### src/markov_successor_predictor_defines.svh
// Assertion macros shared by the predictor RTL.
// Depends on nothing; files that assert take it in by `include.
`ifndef MARKOV_SUCCESSOR_PREDICTOR_DEFINES_SVH
`define MARKOV_SUCCESSOR_PREDICTOR_DEFINES_SVH

`ifndef SYNTHESIS
// Checked on every rising edge of clk once rst_n is released.
`define MSP_ASSERT(lbl, prop, msg) \
    lbl: assert property (@(posedge clk) disable iff (!rst_n) (prop)) else $error(msg);
// Checked on every rising edge of clk, during reset as well.
`define MSP_ASSERT_ALWAYS(lbl, prop, msg) \
    lbl: assert property (@(posedge clk) (prop)) else $error(msg);
`else
`define MSP_ASSERT(lbl, prop, msg)
`define MSP_ASSERT_ALWAYS(lbl, prop, msg)
`endif

`endif

### src/msp_ram.sv
// Generic simple dual-port RAM: one write port, one read port, registered read.
// Depends on nothing.
module msp_ram #(
    parameter int WIDTH = 8,
    parameter int DEPTH = 16,
    localparam int AW = (DEPTH > 1) ? $clog2(DEPTH) : 1
) (
    input  logic             clk,
    input  logic             we,
    input  logic [AW-1:0]    waddr,
    input  logic [WIDTH-1:0] wdata,
    input  logic [AW-1:0]    raddr,
    output logic [WIDTH-1:0] rdata
);

    logic [WIDTH-1:0] mem_reg [DEPTH];
    logic [WIDTH-1:0] rdata_reg;

    always_ff @(posedge clk)
    begin
        if (we)
        begin
            mem_reg[waddr] <= wdata;
        end
        rdata_reg <= mem_reg[raddr];
    end

    assign rdata = rdata_reg;

endmodule

### config.mk
export PLATFORM = sky130hd
export DESIGN_NAME = msp_ram
export DESIGN_NICKNAME = d
export VERILOG_FILES = /design/src/markov_successor_predictor_defines.svh /design/src/msp_ram.sv
export SDC_FILE = /design/constraint.sdc
export NUM_CORES = 1
export LEC_CHECK = 0
export BUFFER_PORTS_ARGS = -buffer_cell sky130_fd_sc_hd__buf_2
export CAP_MARGIN = 20
export CORE_MARGIN = 8
export CORE_UTILIZATION = 55
export CTS_CLUSTER_DIAMETER = 40
export CTS_CLUSTER_SIZE = 12
export DETAILED_ROUTE_END_ITERATION = 8
export MAX_ROUTING_LAYER = met4
export PLACE_DENSITY = 0.71
export SETUP_SLACK_MARGIN = 0.15
export SYNTH_ARGS = -nofsm -noshare
export SYNTH_HDL_FRONTEND = slang
export SYNTH_SLANG_ARGS = --single-unit
### constraint.sdc
create_clock -name clk -period 1.95 [get_ports clk]
set_input_delay 0.0975 -clock clk [delete_from_list [all_inputs] [get_ports clk]]
set_output_delay 0.0975 -clock clk [all_outputs]
set_load 0.005 [all_outputs]
== Word level (Yosys, flattened, before mapping) ==
Memories as Yosys holds them, arrays and structs flattened. A register that Yosys moved wholly into a read port is not among the register bits.
Cells that the tools add are included.

* $add $sub $neg: 0
* $mul: 0
* Div/mod/pow operators: 0
* Order comparisons: 0
* Equal/unequal tests: 0
* Shift operators: 0
* Muxes and demuxes: 2
* Bitwise operators: 0
* Reductions and logical operators: 0

{| class="wikitable"
|+ Operators by type and width
! cell !! number
|-
| two-way mux 1 bit || 2
|}

* Flip-flop bits (word level): 0
* Bits in latches: 0
* RAM bits: 128
* Memory bits (read-only): 0
* Bits of input ports: 18
* Output and inout port bits: 8
* Logic and storage cells: 3
* Memories kept: 1

{| class="wikitable"
|+ Memories
! memory !! words !! bits a word !! rd ports !! clocked after Yosys merged registers in !! wr ports !! RTL line !! RTL
|-
| mem_reg || 16 || 8 || 1 || 1 || 1 || msp_ram.sv:16 || <nowiki>logic [WIDTH-1:0] mem_reg [DEPTH];</nowiki>
|}

== Depth between registers and ports, before layout ==
Gate-level depths: netlist of the first run.

* Depth after elaboration: 2
* Gate-level depth with buffers: 5
* Depth with buffers taken out: 3

== Worst setup path before layout of the first run ==
No wires, ideal clock.

* Path kind: input -> register
* Start point: input waddr[2]
* End point: memory mem_reg[0][0] (enable)
* Setup time: 0.383 ns
* Arrival time: 1.207 ns
* Required time: 1.567 ns
* Slack: 0.360 ns
* Stages on the path: 2
* Buffers on the path: 0
* Path through: or3b_2 > nor3_1

{| class="wikitable"
|+ RTL lines
! what !! RTL line !! RTL
|-
| from (decl) || msp_ram.sv:10 || <nowiki>input logic [AW-1:0] waddr,</nowiki>
|-
| to (decl) || msp_ram.sv:16 ||
|}

Straight into the memory's write port.

==> metrics.md, run 1 <==
| Metric | Value |
|---|---|
| First-pass GRT wire length | 14900 um |
| Max rail drop VDD | 568 uV |
| WS Path Type | reg -> reg |
| Syn Area/Cell | ~22 um2 |
| Post-synthesis simple-gate area fraction | 3.18% |
| DRT antenna net count | 0 |
| Buffers on Ports | 25 |
| Final Power | ~6.5 mW |
| Syn Inst Count | 229 |
| Clock transition at path regs | 0.06 ns |
| Post-Synthesis Net Count | 247 |
| Die Wd | 113 um |
| # hold bufs at CTS | 8 |
| Inst Count DP | 374 |
| Synth unique cells | 19 |
| Max Cap Viol | 0 |
| Fin. Hold Viols | 0 |
| Outcome | complete, no violations |
| Pwr/cell area | 1060 mW/mm2 |
| Area growth, synth to finish | 18.7% |
| Initial antenna violation count | 0 |
| Commonest non-fill, non-tap cells in the layout | edfxtp_1, buf_2, mux4_2 |
| Via count | around 2500 |
| Post-CTS Resized | 0 |
| CP startpoint kind | flop |
| Vias in the first global route | 2554 |
| Synth Area in Compound Gates | 2.33% |
| Area share of fa/ha/maj cells after synthesis | 0% |
| CP Capture Type | flop |
| Pins Over Slew Limit | 0 |
| Clk sink count | 136 |
| Longest Clk Path Bufs | 2 |
| Clk root buf | clkbuf_8 |
| Max reg flops | 128 |
| Min Tclk post-route | 1.39 ns |
| #FFs+latches synth | roughly 140 |
| RSZ-0062 raised after global routing | false |
| Share of layout cells above drive strength 1 | 30.0% |
| Post-Route WL | between 9000 and 10000 um |
| Final setup vio count | 0 |
| WL per Instance | 23.4 um |
| Synth Area in XOR/XNOR | 0% |
| Slew margin rel. | 60.0% |
| Hold Slack | 0.144 ns |
| Core ar. | 0.00915 mm2 |
| Die area | 0.0127 mm2 |
| DR DRC count | 0 |
| Worst slew pin tran | 0.597 ns |
| Initial Utilization | 56.2% |
| Gr ovfl total | 0 |
| Main combinational cell family by area after synthesis | multiplexers |
| Clock skew after layout | 0.00916 ns |
| Seq/Total Area, Yosys | 77.8% |
| Postcts setup bufs | 0 |
| Placer Congestion | between 0.7 and 0.8 |
| Hold path depth | 3 |
| Vias per cell | 5.98 |
| Worst min-delay path class | in -> reg |
| Ant. Diodes | 0 |
| Crit path required time | between 2 and 2.5 ns |
| Clk_lat worst skew | 0.52 ns |
| Setup TNS | 0 ns |
| Yosys warning count | 0 |
| Path depth of the worst reg2reg path | 3 |
| GRT Util Overall | 16.7% |
| H-tree Lvls | 4 |
| Cell Count, Final, Fillers Out | 414 |
| I/O Pins | 26 |
| Row count | 35 |
| Detailed placement HPWL | 6110 um |
| CTS tree | yes |
| Die Span Y | around 110 um |
| Mux cell area share after synthesis | 15.0% |
| Commonest non-fill, non-tap cell in the layout | edfxtp_1 |
| Tcrit/Tclk final | 71.5% |
| Worst EP arrival | 1.79 ns |
| Peak Freq | 717 MHz |
| DR iter-0 viols | between 150 and 200 |
| Total CTS buffers | 17 |
| Largest net degree at the start of global routing | 33 |
| Mapped Area | 0.00515 mm2 |
| Nets@finish | slightly above 300 |
| Drt pass-1 iters | 4 |
| Worst-path maximum fanout | 1 |
| P_leak | approximately 2.1 nW |
==> final cells by class <==
class	instances	area [um2]
multi-input combinational	83	1060
clock inverter	9	78.8
tap	111	139
clock buffer	23	457
sequential	136	4000
fill	596	3040
timing repair buffer	52	373
==> final timing paths <==
kind / start / to / slack [ns]
worst min-delay path: waddr[0] / mem_reg[4][3]$_DFFE_PP_ / 0.14
worst max-delay path: mem_reg[1][0]$_DFFE_PP_ / rdata[0]$_DFF_P_ / 0.56
worst max register to register: mem_reg[1][0]$_DFFE_PP_ / rdata[0]$_DFF_P_ / 0.56
worst min register to register: mem_reg[12][0]$_DFFE_PP_ / rdata[0]$_DFF_P_ / 0.67
==> layer usage <==
layer / up-vias / global-route usage (%) / routed length, um
li1: 1096 / - / -
met1: 1294 / 21.8 / 4410
met2: 69 / 24.4 / 4690
met3: 17 / 4.26 / 399
met4: 0 / 7.46 / 176
met5: - / - / 0
==> through the flow <==
step / utilization [%] / instance area (um2) / worst slack (ns)
2_1_floorplan: - / 5150 / 0.360
3_3_place_gp: 60.0 / 5490 / 0.381
3_5_place_dp: 60.0 / 5490 / 0.346
4_1_cts: 66.7 / 6110 / 0.548
5_1_grt: 66.7 / 6110 / 0.541
6_report: 66.7 / 6110 / 0.556
==> report_power, final <==
part / total (mW) / switching [mW] / internal (mW)
logic: 0.310 / 0.169 / 0.141
clock network: 2.86 / 1.11 / 1.75
registers: 3.29 / 0.0210 / 3.27
==> synthesized netlist by cell type <==
library cell / instances / share of area, %
nand3b_1: 2 / 0.29
buf_2: 3 / 0.29
nor3_1: 4 / 0.39
or3b_2: 1 / 0.17
nand3_1: 1 / 0.097
nand2b_1: 2 / 0.24
mux4_1: 14 / 7.1
nor2_1: 13 / 0.95
edfxtp_1: 128 / 75
a22oi_1: 16 / 2.3
mux4_2: 18 / 7.9
buf_6: 3 / 0.66
clkdlybuf4s25_2: 3 / 0.58
dfxtp_1: 8 / 3.1
nand2_1: 9 / 0.66
buf_4: 1 / 0.15
and2b_1: 1 / 0.15
nor2b_1: 1 / 0.12
and2_1: 1 / 0.12
==> cells by family (layout without fill, tap and decap cells) <==
logic type | count (synthesis) | in the layout
AOI/OAI and AO/OA | 16 | 16
buffers and inverters | 10 | 84
DFF | 136 | 136
muxes | 32 | 32
and+or+nand+nor | 35 | 35
==> critical path, stage by stage, from the launching register on <==
cell      delay [ns]
edfxtp_1        0.36
mux4_1          0.52
a22oi_1         0.32
nand2_1         0.08
Note: power is estimated with default switching activity, not from simulation.
==> run 2: changes to the inputs <==
--- a/config.mk
+++ b/config.mk
@@ -8,12 +8,12 @@
 export BUFFER_PORTS_ARGS = -buffer_cell sky130_fd_sc_hd__buf_2
 export CAP_MARGIN = 20
 export CORE_MARGIN = 8
-export CORE_UTILIZATION = 55
+export CORE_UTILIZATION = 54
 export CTS_CLUSTER_DIAMETER = 40
 export CTS_CLUSTER_SIZE = 12
 export DETAILED_ROUTE_END_ITERATION = 8
 export MAX_ROUTING_LAYER = met4
-export PLACE_DENSITY = 0.71
+export PLACE_DENSITY = 0.72
 export SETUP_SLACK_MARGIN = 0.15
 export SYNTH_ARGS = -nofsm -noshare
 export SYNTH_HDL_FRONTEND = slang
==> constraint.sdc (replaced) <==
create_clock -name clk -period 1.2 [get_ports clk]
set_input_delay 0.06 -clock clk [delete_from_list [all_inputs] [get_ports clk]]
set_output_delay 0.06 -clock clk [all_outputs]
set_load 0.005 [all_outputs]
==> metrics.md, run 2 (synthesized netlist as in run 1, its figures left out) <==
| Metric | Value |
|---|---|
| Outcome | complete, but fails checks |
| Failing checks | setup timing |
| R2r endpoint | rdata[0]$_DFF_P_ |
| Row count | 35 |
| Max Cap Viol | 0 |
| Longest Clk Path Bufs | 2 |
| Worst setup margin | -0.0722 ns |
| Max stage delay on crit path | 0.48 ns |
| Hold Slack | 0.124 ns |
| Clock skew after layout | 0.00513 ns |
| Share of layout cells above drive strength 1 | 45.0% |
| Buffers on Ports | 25 |
| Max rail drop VDD | 977 uV |
| Core ar. | between 0.009 and 0.01 mm2 |
| Max reg flops | 128 |
| Hold path depth | 3 |
| WL per Instance | ~22 um |
| I/O Pins | 26 |
| Largest net degree at the start of global routing | 17 |
| Clk root buf | clkbuf_8 |
| Placed Area | about 0.0057 mm2 |
| WS Path Type | reg -> reg |
| Crit path required time | 1.59 ns |
| H-tree Lvls | 4 |
| Path depth of the worst reg2reg path | 3 |
| Critical Path Start | mem_reg[3][0]$_DFFE_PP_ |
| Drt pass-1 iters | 6 |
| Initial Utilization | a little under three fifths |
| Total CTS buffers | 17 |
| Worst Hold Launch | waddr[0] |
| Post-Route WL | 9780 um |
| Gr ovfl total | 0 |
| Inst Count DP | 410 |
| Final setup vio count | 8 |
| GRT Util Overall | 17.0% |
| First-pass GRT wire length | between 15000 and 20000 um |
| Nets@finish | around 330 |
| Cell Count, Final, Fillers Out | 449 |
| Vias in the first global route | 2684 |
| Die Wd | 114 um |
| Footprint of the multi-input gates | 0.00110 mm2 |
| Tcrit/Tclk final | 106% |
| DR iter-0 viols | 175 |
| Clk_lat worst skew | ~0.5 ns |
| Ant. Diodes | 0 |
| DRT antenna net count | 0 |
| Peak Freq | approximately 790 MHz |
| Setup TNS | -0.308 ns |
| Fillers | 560 |
| RSZ-0062 raised after global routing | true |
| Register area | between 0.004 and 0.005 mm2 |
| Origin of the critical flop-to-flop path | mem_reg[3][0]$_DFFE_PP_ |
| Commonest non-fill, non-tap cell in the layout | edfxtp_1 |
| Area growth, synth to finish | 24.9% |
| Pre-CTS setup slack | -0.310 ns |
| Fin. Hold Viols | 0 |
| CP startpoint kind | flop |
| DR DRC count | 0 |
| Worst-path maximum fanout | 1 |
| Die Span Y | approximately 110 um |
| Via count | 2521 |
| Placer Congestion | 0.790 |
| Pwr/cell area | 1730 mW/mm2 |
| P_leak | 2.19 nW |
| Slew margin rel. | between 30% and 40% |
| Initial antenna violation count | 0 |
| CP Cell Sequence | mux4_2 > a22oi_2 > nand2_1 |
| Worst slew pin tran | 0.898 ns |
| CP Capture Type | flop |
| Worst min-delay path class | in -> reg |
| Clk sink count | roughly 140 |
| Clock transition at path regs | 0.06 ns |
| Detailed placement HPWL | 6530 um |
| Commonest non-fill, non-tap cells in the layout | edfxtp_1, mux4_2, buf_4 |
| Flop-to-flop setup slack | -0.07 ns |
| CTS tree | yes |
| Worst path slowest cell | mux4_2 |
| Pins Over Slew Limit | 0 |
| Min Tclk post-route | 1.27 ns |
| Post-route cell area | about 0.0064 mm2 |
| Vias per cell | approximately 5.6 |
| Postcts setup bufs | 0 |
| Die area | around 0.013 mm2 |
| Endpoint, Worst Hold | mem_reg[0][5]$_DFFE_PP_ |
| Worst EP arrival | 1.66 ns |
[run 2: changes by cell type in the layout (fill, tap and decap cells not counted), moves of 4 or more]
cell / delta
a22oi_2: +8
buf_12: +4
nor3_1: -4
dfxtp_1: -4
a22oi_1: -8
mux4_2: +14
dfxtp_2: +4
buf_4: +14
mux4_1: -14
[run 2: layout make-up]
cell class / instances / share of cell area, %
flip-flops and latches: 136 / 62.4
multi-input cells: 83 / 17.0
repair buffers: 70 / 8.78
clock buffers: 18 / 6.50
clock inverters: 13 / 2.80
well taps: 129 / 2.51
[run 2: repair_timing]
action,4_1_cts,5_1_grt
setup endpoints to repair,9,12
hold buffers,8,0
hold endpoints to repair,128,0
gates resized for setup,5,8
[run 2: power breakdown]
group | switching [mW] | internal, mW | leakage [nW] | total [mW]
Sequential | 0.0329 | 5.32 | 1.22 | 5.35
Clock | 1.83 | 3.35 | 0.286 | 5.18
Combinational | 0.306 | 0.290 | 0.676 | 0.596
Total | 2.17 | 8.95 | 2.19 | 11.1
[run 2: critical path, delay by kind of cell (launching register included)]
kind,cells,cell delay (ns)
mux,1,0.48
flops,1,0.36
compound gates,1,0.22
simple gates,1,0.10
[run 2: worst max path at each step]
stage | to | cells after the start
6_report | rdata[0]$_DFF_P_ | 3
5_1_grt | rdata[4]$_DFF_P_ | 3
4_1_cts | rdata[0]$_DFF_P_ | 3
3_5_place_dp | rdata[4]$_DFF_P_ | 6
3_3_place_gp | rdata[4]$_DFF_P_ | 6
2_1_floorplan | mem_reg[0][0]$_DFFE_PP_ | 2
[run 2: layer usage]
| layer | routed length, um | vias up | GRT usage (%) |
|---|---|---|---|
| met3 | 520 | 13 | 4.60 |
| met1 | 4030 | 1309 | 20.2 |
| met2 | 5100 | 82 | 27.6 |
| li1 | - | 1117 | - |
| met4 | 121 | 0 | 6.13 |
| met5 | 0 | - | - |
[run 2: per-stage QoR]
stage	total power, mW	util [%]
floorplan	5.74	-
global placement	5.98	61.7
detailed placement	6.00	61.7
CTS	11.2	69.2
global route	11.4	69.6
finish	11.1	69.6
