File: src/markov_successor_predictor_defines.svh
// Assertion macros shared by the predictor RTL.
// Depends on nothing; files that assert take it in by `include.
`ifndef MARKOV_SUCCESSOR_PREDICTOR_DEFINES_SVH
`define MARKOV_SUCCESSOR_PREDICTOR_DEFINES_SVH

`ifndef SYNTHESIS
// Checked on every rising edge of clk once rst_n is released.
`define MSP_ASSERT(lbl, prop, msg) \
    lbl: assert property (@(posedge clk) disable iff (!rst_n) (prop)) else $error(msg);
// Checked on every rising edge of clk, during reset as well.
`define MSP_ASSERT_ALWAYS(lbl, prop, msg) \
    lbl: assert property (@(posedge clk) (prop)) else $error(msg);
`else
`define MSP_ASSERT(lbl, prop, msg)
`define MSP_ASSERT_ALWAYS(lbl, prop, msg)
`endif

`endif

File: src/msp_pkg.sv
// Shared sizes, status codes and transfer payload types for the predictor.
// Depends on nothing; used by msp_seq and the top level through scoped names.
package msp_pkg;

    localparam int CTX_ENTRIES  = 64;
    localparam int SUCC_PER_CTX = 8;
    localparam int COUNT_BITS   = 32;

    localparam int SYM_W   = 64;
    localparam int CTX_AW  = (CTX_ENTRIES > 1) ? $clog2(CTX_ENTRIES) : 1;
    localparam int CTX_W   = $clog2(CTX_ENTRIES + 1);
    localparam int SAW     = (SUCC_PER_CTX > 1) ? $clog2(SUCC_PER_CTX) : 1;
    localparam int FILL_W  = $clog2(SUCC_PER_CTX + 1);
    localparam int TRANS_W = $clog2(CTX_ENTRIES * SUCC_PER_CTX + 1);
    localparam int OBS_W   = 32;

    localparam int SUCC_AW    = CTX_AW + SAW;
    localparam int SUCC_DEPTH = CTX_ENTRIES * (2 ** SAW);
    localparam int CTX_WORD   = SYM_W + FILL_W;
    localparam int SUCC_WORD  = SYM_W + COUNT_BITS;

    localparam logic OP_OBSERVE = 1'b0;
    localparam logic OP_PREDICT = 1'b1;

    localparam logic [1:0] ST_OK      = 2'd0;
    localparam logic [1:0] ST_NO_PRED = 2'd1;
    localparam logic [1:0] ST_FULL    = 2'd2;

    typedef struct packed {
        logic             operation;
        logic [SYM_W-1:0] current_symbol;
        logic [SYM_W-1:0] next_symbol;
    } req_t;

    typedef struct packed {
        logic [1:0]         status;
        logic [SYM_W-1:0]   predicted_symbol;
        logic [6:0]         context_total;
        logic [9:0]         transition_total;
        logic [OBS_W-1:0]   observation_total;
    } rsp_t;

endpackage

File: src/msp_seq.sv
// Sequencer of the predictor: context search, successor scan, write-back and result register.
// Depends on msp_pkg and markov_successor_predictor_defines.svh; drives the two msp_ram instances.
`include "markov_successor_predictor_defines.svh"

module msp_seq (
    input  logic                            clk,
    input  logic                            rst_n,
    input  logic                            req_valid,
    output logic                            req_ready,
    input  msp_pkg::req_t                   req,
    output logic                            rsp_valid,
    input  logic                            rsp_ready,
    output msp_pkg::rsp_t                   rsp,
    output logic                            ctx_we,
    output logic [msp_pkg::CTX_AW-1:0]      ctx_waddr,
    output logic [msp_pkg::CTX_WORD-1:0]    ctx_wdata,
    output logic [msp_pkg::CTX_AW-1:0]      ctx_raddr,
    input  logic [msp_pkg::CTX_WORD-1:0]    ctx_rdata,
    output logic                            succ_we,
    output logic [msp_pkg::SUCC_AW-1:0]     succ_waddr,
    output logic [msp_pkg::SUCC_WORD-1:0]   succ_wdata,
    output logic [msp_pkg::SUCC_AW-1:0]     succ_raddr,
    input  logic [msp_pkg::SUCC_WORD-1:0]   succ_rdata
);

    typedef enum logic [1:0] {S_IDLE, S_CSCAN, S_SSCAN, S_FIN} state_t;
    typedef enum logic [2:0] {
        ACT_NEWCTX, ACT_INC, ACT_NEWSUCC, ACT_DROP, ACT_PRED_OK, ACT_PRED_NONE
    } act_t;

    state_t state_reg, state_next;
    act_t   act_reg, act_next;

    logic                             op_reg;
    logic [msp_pkg::SYM_W-1:0]        cur_reg, nxt_reg;
    logic [msp_pkg::CTX_W-1:0]        cidx_reg, cidx_next, pidx_reg;
    logic                             chk_reg, chk_next;
    logic [msp_pkg::CTX_AW-1:0]       ctx_reg, ctx_next;
    logic [msp_pkg::FILL_W-1:0]       fill_reg, fill_next;
    logic [msp_pkg::FILL_W-1:0]       sidx_reg, sidx_next, spidx_reg;
    logic                             found_reg, found_next;
    logic [msp_pkg::SYM_W-1:0]        best_key_reg, best_key_next;
    logic [msp_pkg::COUNT_BITS-1:0]   best_cnt_reg, best_cnt_next;
    logic [msp_pkg::SAW-1:0]          hit_idx_reg, hit_idx_next;
    logic [msp_pkg::COUNT_BITS-1:0]   hit_cnt_reg, hit_cnt_next;

    logic [msp_pkg::CTX_W-1:0]        ctx_cnt_reg, ctx_cnt_next;
    logic [msp_pkg::TRANS_W-1:0]      trans_cnt_reg, trans_cnt_next;
    logic [msp_pkg::OBS_W-1:0]        obs_cnt_reg, obs_cnt_next;

    logic                             rsp_valid_reg, rsp_valid_next;
    msp_pkg::rsp_t                    rsp_reg, rsp_next;

    logic                             accept;
    logic                             slot_free;
    logic [msp_pkg::SYM_W-1:0]        ckey;
    logic [msp_pkg::FILL_W-1:0]       cfill;
    logic [msp_pkg::SYM_W-1:0]        skey;
    logic [msp_pkg::COUNT_BITS-1:0]   scnt;
    logic                             better;

    assign accept    = req_valid && req_ready;
    assign slot_free = !rsp_valid_reg || rsp_ready;
    assign ckey      = ctx_rdata[msp_pkg::CTX_WORD-1 -: msp_pkg::SYM_W];
    assign cfill     = ctx_rdata[msp_pkg::FILL_W-1:0];
    assign skey      = succ_rdata[msp_pkg::SUCC_WORD-1 -: msp_pkg::SYM_W];
    assign scnt      = succ_rdata[msp_pkg::COUNT_BITS-1:0];

    // Tie on count goes to the smaller successor symbol.
    assign better = !found_reg || (scnt > best_cnt_reg) ||
                    ((scnt == best_cnt_reg) && (skey < best_key_reg));

    assign ctx_raddr  = cidx_reg[msp_pkg::CTX_AW-1:0];
    assign succ_raddr = {ctx_reg, sidx_reg[msp_pkg::SAW-1:0]};

    always_comb
    begin
        state_next     = state_reg;
        act_next       = act_reg;
        cidx_next      = cidx_reg + 1'b1;
        chk_next       = 1'b1;
        ctx_next       = ctx_reg;
        fill_next      = fill_reg;
        sidx_next      = sidx_reg + 1'b1;
        found_next     = found_reg;
        best_key_next  = best_key_reg;
        best_cnt_next  = best_cnt_reg;
        hit_idx_next   = hit_idx_reg;
        hit_cnt_next   = hit_cnt_reg;
        ctx_cnt_next   = ctx_cnt_reg;
        trans_cnt_next = trans_cnt_reg;
        obs_cnt_next   = obs_cnt_reg;
        rsp_valid_next = rsp_valid_reg && !rsp_ready;
        rsp_next       = rsp_reg;
        ctx_we         = 1'b0;
        ctx_waddr      = ctx_reg;
        ctx_wdata      = {cur_reg, fill_reg + 1'b1};
        succ_we        = 1'b0;
        succ_waddr     = {ctx_reg, hit_idx_reg};
        succ_wdata     = {nxt_reg, msp_pkg::COUNT_BITS'(1)};

        case (state_reg)
            S_IDLE:
            begin
                cidx_next = '0;
                chk_next  = 1'b0;
                if (accept)
                begin
                    state_next = S_CSCAN;
                end
            end

            // The read issued last cycle returns now; pidx_reg names its entry.
            S_CSCAN:
            begin
                sidx_next = '0;
                if (chk_reg)
                begin
                    if (pidx_reg >= ctx_cnt_reg)
                    begin
                        state_next = S_FIN;
                        if (op_reg == msp_pkg::OP_PREDICT)
                        begin
                            act_next = ACT_PRED_NONE;
                        end
                        else if (ctx_cnt_reg == msp_pkg::CTX_W'(msp_pkg::CTX_ENTRIES))
                        begin
                            act_next = ACT_DROP;
                        end
                        else
                        begin
                            act_next = ACT_NEWCTX;
                        end
                    end
                    else if (ckey == cur_reg)
                    begin
                        state_next = S_SSCAN;
                        ctx_next   = pidx_reg[msp_pkg::CTX_AW-1:0];
                        fill_next  = cfill;
                        found_next = 1'b0;
                        chk_next   = 1'b0;
                    end
                end
            end

            S_SSCAN:
            begin
                if (chk_reg)
                begin
                    if (spidx_reg >= fill_reg)
                    begin
                        state_next = S_FIN;
                        if (op_reg == msp_pkg::OP_PREDICT)
                        begin
                            act_next = found_reg ? ACT_PRED_OK : ACT_PRED_NONE;
                        end
                        else if (fill_reg == msp_pkg::FILL_W'(msp_pkg::SUCC_PER_CTX))
                        begin
                            act_next = ACT_DROP;
                        end
                        else
                        begin
                            act_next = ACT_NEWSUCC;
                        end
                    end
                    else if (op_reg == msp_pkg::OP_OBSERVE)
                    begin
                        if (skey == nxt_reg)
                        begin
                            state_next   = S_FIN;
                            act_next     = ACT_INC;
                            hit_idx_next = spidx_reg[msp_pkg::SAW-1:0];
                            hit_cnt_next = scnt;
                        end
                    end
                    else if (better)
                    begin
                        found_next    = 1'b1;
                        best_key_next = skey;
                        best_cnt_next = scnt;
                    end
                end
            end

            S_FIN:
            begin
                if (slot_free)
                begin
                    state_next               = S_IDLE;
                    rsp_valid_next           = 1'b1;
                    rsp_next.status          = msp_pkg::ST_OK;
                    rsp_next.predicted_symbol = '0;
                    case (act_reg)
                        ACT_NEWCTX:
                        begin
                            ctx_we     = 1'b1;
                            ctx_waddr  = ctx_cnt_reg[msp_pkg::CTX_AW-1:0];
                            ctx_wdata  = {cur_reg, msp_pkg::FILL_W'(1)};
                            succ_we    = 1'b1;
                            succ_waddr = {ctx_cnt_reg[msp_pkg::CTX_AW-1:0],
                                          msp_pkg::SAW'(0)};
                            ctx_cnt_next   = ctx_cnt_reg + 1'b1;
                            trans_cnt_next = trans_cnt_reg + 1'b1;
                        end
                        ACT_INC:
                        begin
                            succ_we    = 1'b1;
                            succ_wdata = {nxt_reg, (hit_cnt_reg == '1) ? hit_cnt_reg
                                                                       : hit_cnt_reg + 1'b1};
                        end
                        ACT_NEWSUCC:
                        begin
                            ctx_we     = 1'b1;
                            succ_we    = 1'b1;
                            succ_waddr = {ctx_reg, fill_reg[msp_pkg::SAW-1:0]};
                            trans_cnt_next = trans_cnt_reg + 1'b1;
                        end
                        ACT_DROP:
                        begin
                            rsp_next.status = msp_pkg::ST_FULL;
                        end
                        ACT_PRED_OK:
                        begin
                            rsp_next.predicted_symbol = best_key_reg;
                        end
                        default:
                        begin
                            rsp_next.status = msp_pkg::ST_NO_PRED;
                        end
                    endcase
                    if ((act_reg == ACT_NEWCTX || act_reg == ACT_INC ||
                         act_reg == ACT_NEWSUCC) && obs_cnt_reg != '1)
                    begin
                        obs_cnt_next = obs_cnt_reg + 1'b1;
                    end
                    rsp_next.context_total     = 7'(ctx_cnt_next);
                    rsp_next.transition_total  = 10'(trans_cnt_next);
                    rsp_next.observation_total = obs_cnt_next;
                end
            end

            default:
            begin
                state_next = S_IDLE;
            end
        endcase
    end

    always_ff @(posedge clk or negedge rst_n)
    begin
        if (!rst_n)
        begin
            state_reg     <= S_IDLE;
            rsp_valid_reg <= 1'b0;
            ctx_cnt_reg   <= '0;
            trans_cnt_reg <= '0;
            obs_cnt_reg   <= '0;
            chk_reg       <= 1'b0;
        end
        else
        begin
            state_reg     <= state_next;
            rsp_valid_reg <= rsp_valid_next;
            ctx_cnt_reg   <= ctx_cnt_next;
            trans_cnt_reg <= trans_cnt_next;
            obs_cnt_reg   <= obs_cnt_next;
            chk_reg       <= chk_next;
        end
    end

    always_ff @(posedge clk)
    begin
        if (accept)
        begin
            op_reg  <= req.operation;
            cur_reg <= req.current_symbol;
            nxt_reg <= req.next_symbol;
        end
        act_reg      <= act_next;
        cidx_reg     <= cidx_next;
        pidx_reg     <= cidx_reg;
        ctx_reg      <= ctx_next;
        fill_reg     <= fill_next;
        sidx_reg     <= sidx_next;
        spidx_reg    <= sidx_reg;
        found_reg    <= found_next;
        best_key_reg <= best_key_next;
        best_cnt_reg <= best_cnt_next;
        hit_idx_reg  <= hit_idx_next;
        hit_cnt_reg  <= hit_cnt_next;
        rsp_reg      <= rsp_next;
    end

    assign req_ready = (state_reg == S_IDLE);
    assign rsp_valid = rsp_valid_reg;
    assign rsp       = rsp_reg;

    `MSP_ASSERT(a_ctx_bound, ctx_cnt_reg <= msp_pkg::CTX_W'(msp_pkg::CTX_ENTRIES), "context count overflow")
    `MSP_ASSERT(a_trans_ge_ctx, msp_pkg::TRANS_W'(ctx_cnt_reg) <= trans_cnt_reg, "context without successor")
    `MSP_ASSERT(a_write_in_fin, (ctx_we || succ_we) |-> (state_reg == S_FIN && slot_free), "table write outside write-back")
    `MSP_ASSERT(a_ctx_step, (ctx_cnt_reg != $past(ctx_cnt_reg)) |-> (ctx_cnt_reg == $past(ctx_cnt_reg) + 1'b1), "context count jumped")

endmodule

File: config.mk
export PLATFORM = sky130hd
export DESIGN_NAME = msp_seq
export DESIGN_NICKNAME = d
export VERILOG_FILES = /design/src/msp_pkg.sv /design/src/msp_seq.sv
export VERILOG_INCLUDE_DIRS = /design/src /design/src/src
export SDC_FILE = /design/constraint.sdc
export NUM_CORES = 1
export LEC_CHECK = 0
export BUFFER_PORTS_ARGS = -buffer_cell sky130_fd_sc_hd__buf_2
export CORE_MARGIN = 8
export CORE_UTILIZATION = 40
export DETAILED_ROUTE_END_ITERATION = 8
export SKIP_LAST_GASP = 1
export SYNTH_ARGS = -nofsm -noshare
export SYNTH_HDL_FRONTEND = slang
export SYNTH_SLANG_ARGS = --single-unit
export TNS_END_PERCENT = 20
File: constraint.sdc
create_clock -name clk -period 9.5 [get_ports clk]
set_input_delay 1.9 -clock clk [delete_from_list [all_inputs] [get_ports clk]]
set_output_delay 1.9 -clock clk [all_outputs]
set_load 0.01 [all_outputs]
* Yosys cells after proc, flatten, opt, wreduce, memory -nomap -nowiden
Index checks and enable logic that the tools add are counted. Widths: inputs -> output; s select.
Word-level totals: output and inout bits 313, register bits after elaboration 464, input bits 297, logic and storage cells 151
Cells by class: reductions and logical operators 25, $add $sub $neg 7, bitwise gates (word level) 3, multiplexer cells 59, order comparisons 4, equality and inequality tests 27
Operator list (number):
- $mux 32 | 5
- $eq 64x64->1 | 2
- $add 32x1->32 const B | 2
- $lt 64x64->1 | 1
- $eq 32x32->1 | 1
- $eq 32x32->1 const B | 1
- $gt 32x32->1 | 1
- $ne 32x32->1 const B | 1
- $mux 3 | 8
- $mux 1 | 20
- $mux 2 | 10
- $mux 6 | 3
- $mux 9 | 2
- $ne 2x2->1 const B | 9
- $pmux 9 s2 | 1
- $add 7x1->7 const B | 2
- $mux 4 | 3
- $add 10x1->10 const B | 1
- $mux 10 | 1
- $reduce_and 5->1 | 2
- $ne 3x3->1 const B | 3
- $add 4x1->4 const B | 2
- $pmux 2 s4 | 1
- $reduce_and 8->1 | 1
- other kinds (28) | 42

* Longest topological paths before layout
depth in word-level cells 8, gate-level depth with buffers 10, mapped depth without buffers 9

* Least setup slack after synthesis
Ideal clock, no wire load.
kind input to output, from input port rsp_ready, to output port ctx_wdata[2] (netlist bit), arrival 6.412 ns, cell stages on the path 6, setup slack 1.188 ns, path buffers 2, required time 7.600 ns, cells stage by stage nand2b_1 > nand2_1 > inv_1 > clkbuf_1 > clkbuf_1 > a21oi_1
Between the ends: longest elaborated chain between the ends 3
RTL lines:
- start, declared | RTL line msp_seq.sv:12 | input logic rsp_ready,
- $logic_or 1x1->1 | RTL line msp_seq.sv:63 | assign slot_free = !rsp_valid_reg || rsp_ready;
- $mux 4 | RTL line msp_seq.sv:187 | if (slot_free)
- $mux 4 | RTL line msp_seq.sv:102 | case (state_reg)
- end, declared | RTL line msp_seq.sv:16 | output logic [msp_pkg::CTX_WORD-1:0] ctx_wdata,
No other way between the ends.

* Worst setup path after layout
from input port rsp_ready, to output port succ_waddr[3] (netlist bit)
Between the ends: longest elaborated chain between the ends 3
RTL lines:
- $logic_or 1x1->1 | RTL line msp_seq.sv:63
- $mux 9 | RTL line msp_seq.sv:187
- $mux 9 | RTL line msp_seq.sv:102
- end, declared | RTL line msp_seq.sv:20 | output logic [msp_pkg::SUCC_AW-1:0] succ_waddr,
No other way between the ends.

==> reports/metrics.yaml <==
avgSynthCellArea_um2: 13.1
drv_cap: 0
critPathTopFamily: "buffers and inverters"
p_leak_uw: 0.0115
worst-path-stages: 10
drtIter0Drc: 862
path_buf_inv: 5
cp.required_ns: 7.60
start_kind: "primary input"
insertion_delay_ns: 0.61
stdcell_count: 2991
async_reset_ff_share_pct: 11.4
hold_viol: 0
grt_antenna_before_repair: 22
yosysSeqAreaShare_pct: 63.2
worstPathCellList: "buf_2, nand2b_1, nand2_1, inv_4, buf_4, nand2_1, inv_1, nand2_1, nand2_1, buf_2"
reg2reg_slack_ns: 4.60
synth_area_um2: 21300
synth_nets: 2036
hold_class: "reg2reg"
synth_cells: 1619
hp-start: "cidx_reg[6]"
finalSetupTns_ns: 0
post-place-ws_ns: 2.86
worst_r2r_path_depth: 10
min_to: "pidx_reg[6]"
layout-drive-gt1-share_pct: 31.6
ys_warn_count: 0
arrival_ns: 4.36
first_pass_iters: 5
initial_utilization_pct: 40.5
cts_tree: "yes"
place_inst: 2886
dp_hpwl_um: 53200
cts_root_buf: "clkbuf_16"
die_h_um: 247
wire_per_inst_um: 22.4
cts_sinks: 464
rsz0062_at_grt: "no"
synthToLayoutAreaGrowth_pct: 26.2
clock_skew_ns: 0.0501
ant_nets: 0
cp_max_fo: 39
finalWirelength_um: 66900
r2r-end: "best_key_reg[29]"
status: "finished, final reports clean"
overflow: 0
grt_pass1_vias: 15300
gp_congestion: 0.915
nNetsFinal: 2669
io_buffers: 609
clk_path_buf_depth: 3
cts.repair.resized: 0
vdd_drop_max_v: 0.000168
power.density_nw_per_um2: 245
ioPinCount: 610
cts_setup_buffers: 0
critPathSlowestCell: "inv_4"
drcViolationCount: 0
max_freq_mhz: 160
core_um2: 52600
worst_slew_pin_slew_ns: 1.03
ys.flop_type: "edfxtp_1"
htreeDepth: 2
maxSlewHeadroom_pct: 29.2
finalCriticalPeriod_ns: 6.26
largest_register_ffs: 115
floorplan.rows: 84
grt_max_degree: 72
hold_buffers: 0
cpMostUsedCell: "nand2_1"
fin_ws_ns: 3.24
yosysUniqueCellTypes: 60
dr_total_vias: 14900
grt_pass1_wl_um: 97000
min_period_over_period_pct: 65.9
clk_pin_slew_ns: 0.06
vias_per_cell: 4.98
synth-edff-count: 389
cp-end-kind: "output pin"
worstSetupPathType: "in2out"
die_width_um: 247
cts_buffers: 52
grt.total_usage_pct: 21.1
die-area_um2: 60800
setup_viol: 0
rr_startpoint: "best_key_reg[37]"
hold_depth: 0
ys_ff_latch: 464
drv_slew: 0
max_stage_delay_ns: 0.48
[routing by layer]
metal	global-route usage, %	vias up	part of all wire [%]
met4	5.42	18	2.4
met2	36.8	500	50
li1	-	7038	-
met3	6.32	116	7.9
met5	0	-	0.18
met1	25.3	7236	39
[per-stage QoR]
step	util (%)	power, µW	instance area, µm²	hold slack, ns
floorplan	-	3850	21300	0.349
global placement	47.7	4560	25100	0.357
detailed placement	47.7	4580	25100	0.361
CTS	51.1	6670	26800	0.369
global route	51.1	6890	26800	0.376
finish	51.1	6580	26900	0.365
[logic make-up after synthesis]
family,synth area share [%]
compound gates,3.78
xor+xnor,10.5
fa+ha+maj,7.06
buf+inv,3.16
flops,63.2
mux,0.312
simple gates,11.9
[where the power goes]
part	total (µW)	internal [µW]	switching, µW
combinational	1530	537	995
clock	2060	1220	842
sequential	2980	2750	230
[worst max path at each step]
stage | from | end | slack (ns)
after CTS | rsp_ready | succ_waddr[3] | 3.11
after detailed placement | succ_rdata[69] | best_key_reg[42] | 2.86
after global placement | succ_rdata[69] | best_key_reg[37] | 3.03
after global routing | rsp_ready | succ_waddr[3] | 2.94
after floorplan | rsp_ready | ctx_wdata[2] | 1.19
final | rsp_ready | succ_waddr[3] | 3.24
[layout make-up]
| class | count | area, µm² |
|---|---|---|
| flip-flops and latches | 464 | 13400 |
| repair buffers | 616 | 3100 |
| clock buffers | 64 | 1410 |
| clock inverters | 32 | 347 |
| multi-input cells | 989 | 7180 |
| fillers | 4659 | 25700 |
| diodes | 9 | 22.5 |
| well taps | 688 | 861 |
| inverters | 129 | 487 |
[layout by cell type, fill, tap and decap left out, types with 5 or more instances in the layout]
| master | count |
|---|---|
| a211oi_1 | 6 |
| a21o_1 | 18 |
| a21oi_1 | 46 |
| and2_1 | 71 |
| and3_1 | 15 |
| and4_1 | 5 |
| buf_2 | 609 |
| buf_4 | 7 |
| bufinv_16 | 6 |
| clkbuf_1 | 8 |
| clkbuf_16 | 54 |
| clkinv_1 | 10 |
| clkinv_2 | 9 |
| dfrtp_1 | 53 |
| dfxtp_1 | 22 |
| diode_2 | 9 |
| edfxtp_1 | 389 |
| ha_1 | 120 |
| inv_1 | 127 |
| mux2_2 | 5 |
| nand2_1 | 84 |
| nand2b_1 | 7 |
| nand3_1 | 43 |
| nand4_1 | 47 |
| nor2_1 | 100 |
| nor2b_1 | 11 |
| nor3_1 | 18 |
| nor4_1 | 40 |
| o21ai_0 | 35 |
| or4_1 | 6 |
| xnor2_1 | 90 |
| xor2_1 | 166 |
[Yosys cell counts, drive strengths merged, types with 3 or more instances]
cell type  number  area, µm²
xnor2          90        788
edfxtp        389      11700
dfxtp          22        440
a211oi          7       65.1
dfrtp          53       1330
a2111oi         3       26.3
and4            7       63.8
and2           72        450
mux2            5       56.3
nor2          101        379
buf            14        101
clkbuf         23       86.3
nor4           42        275
nor2b          11       68.8
ha            120       1500
a31oi           3       18.8
o211ai          3       22.5
nand4          50        332
and3           17        109
or4             7       56.3
o21ai          36        180
nand2b          8       52.6
nand2          84        315
a21o           18        135
nor3           21        120
a21oi          46        230
xor2          166       1450
inv           128        480
nand3          44        225
or3             5       36.3
No activity file was read; power rests on OpenSTA's default activity.
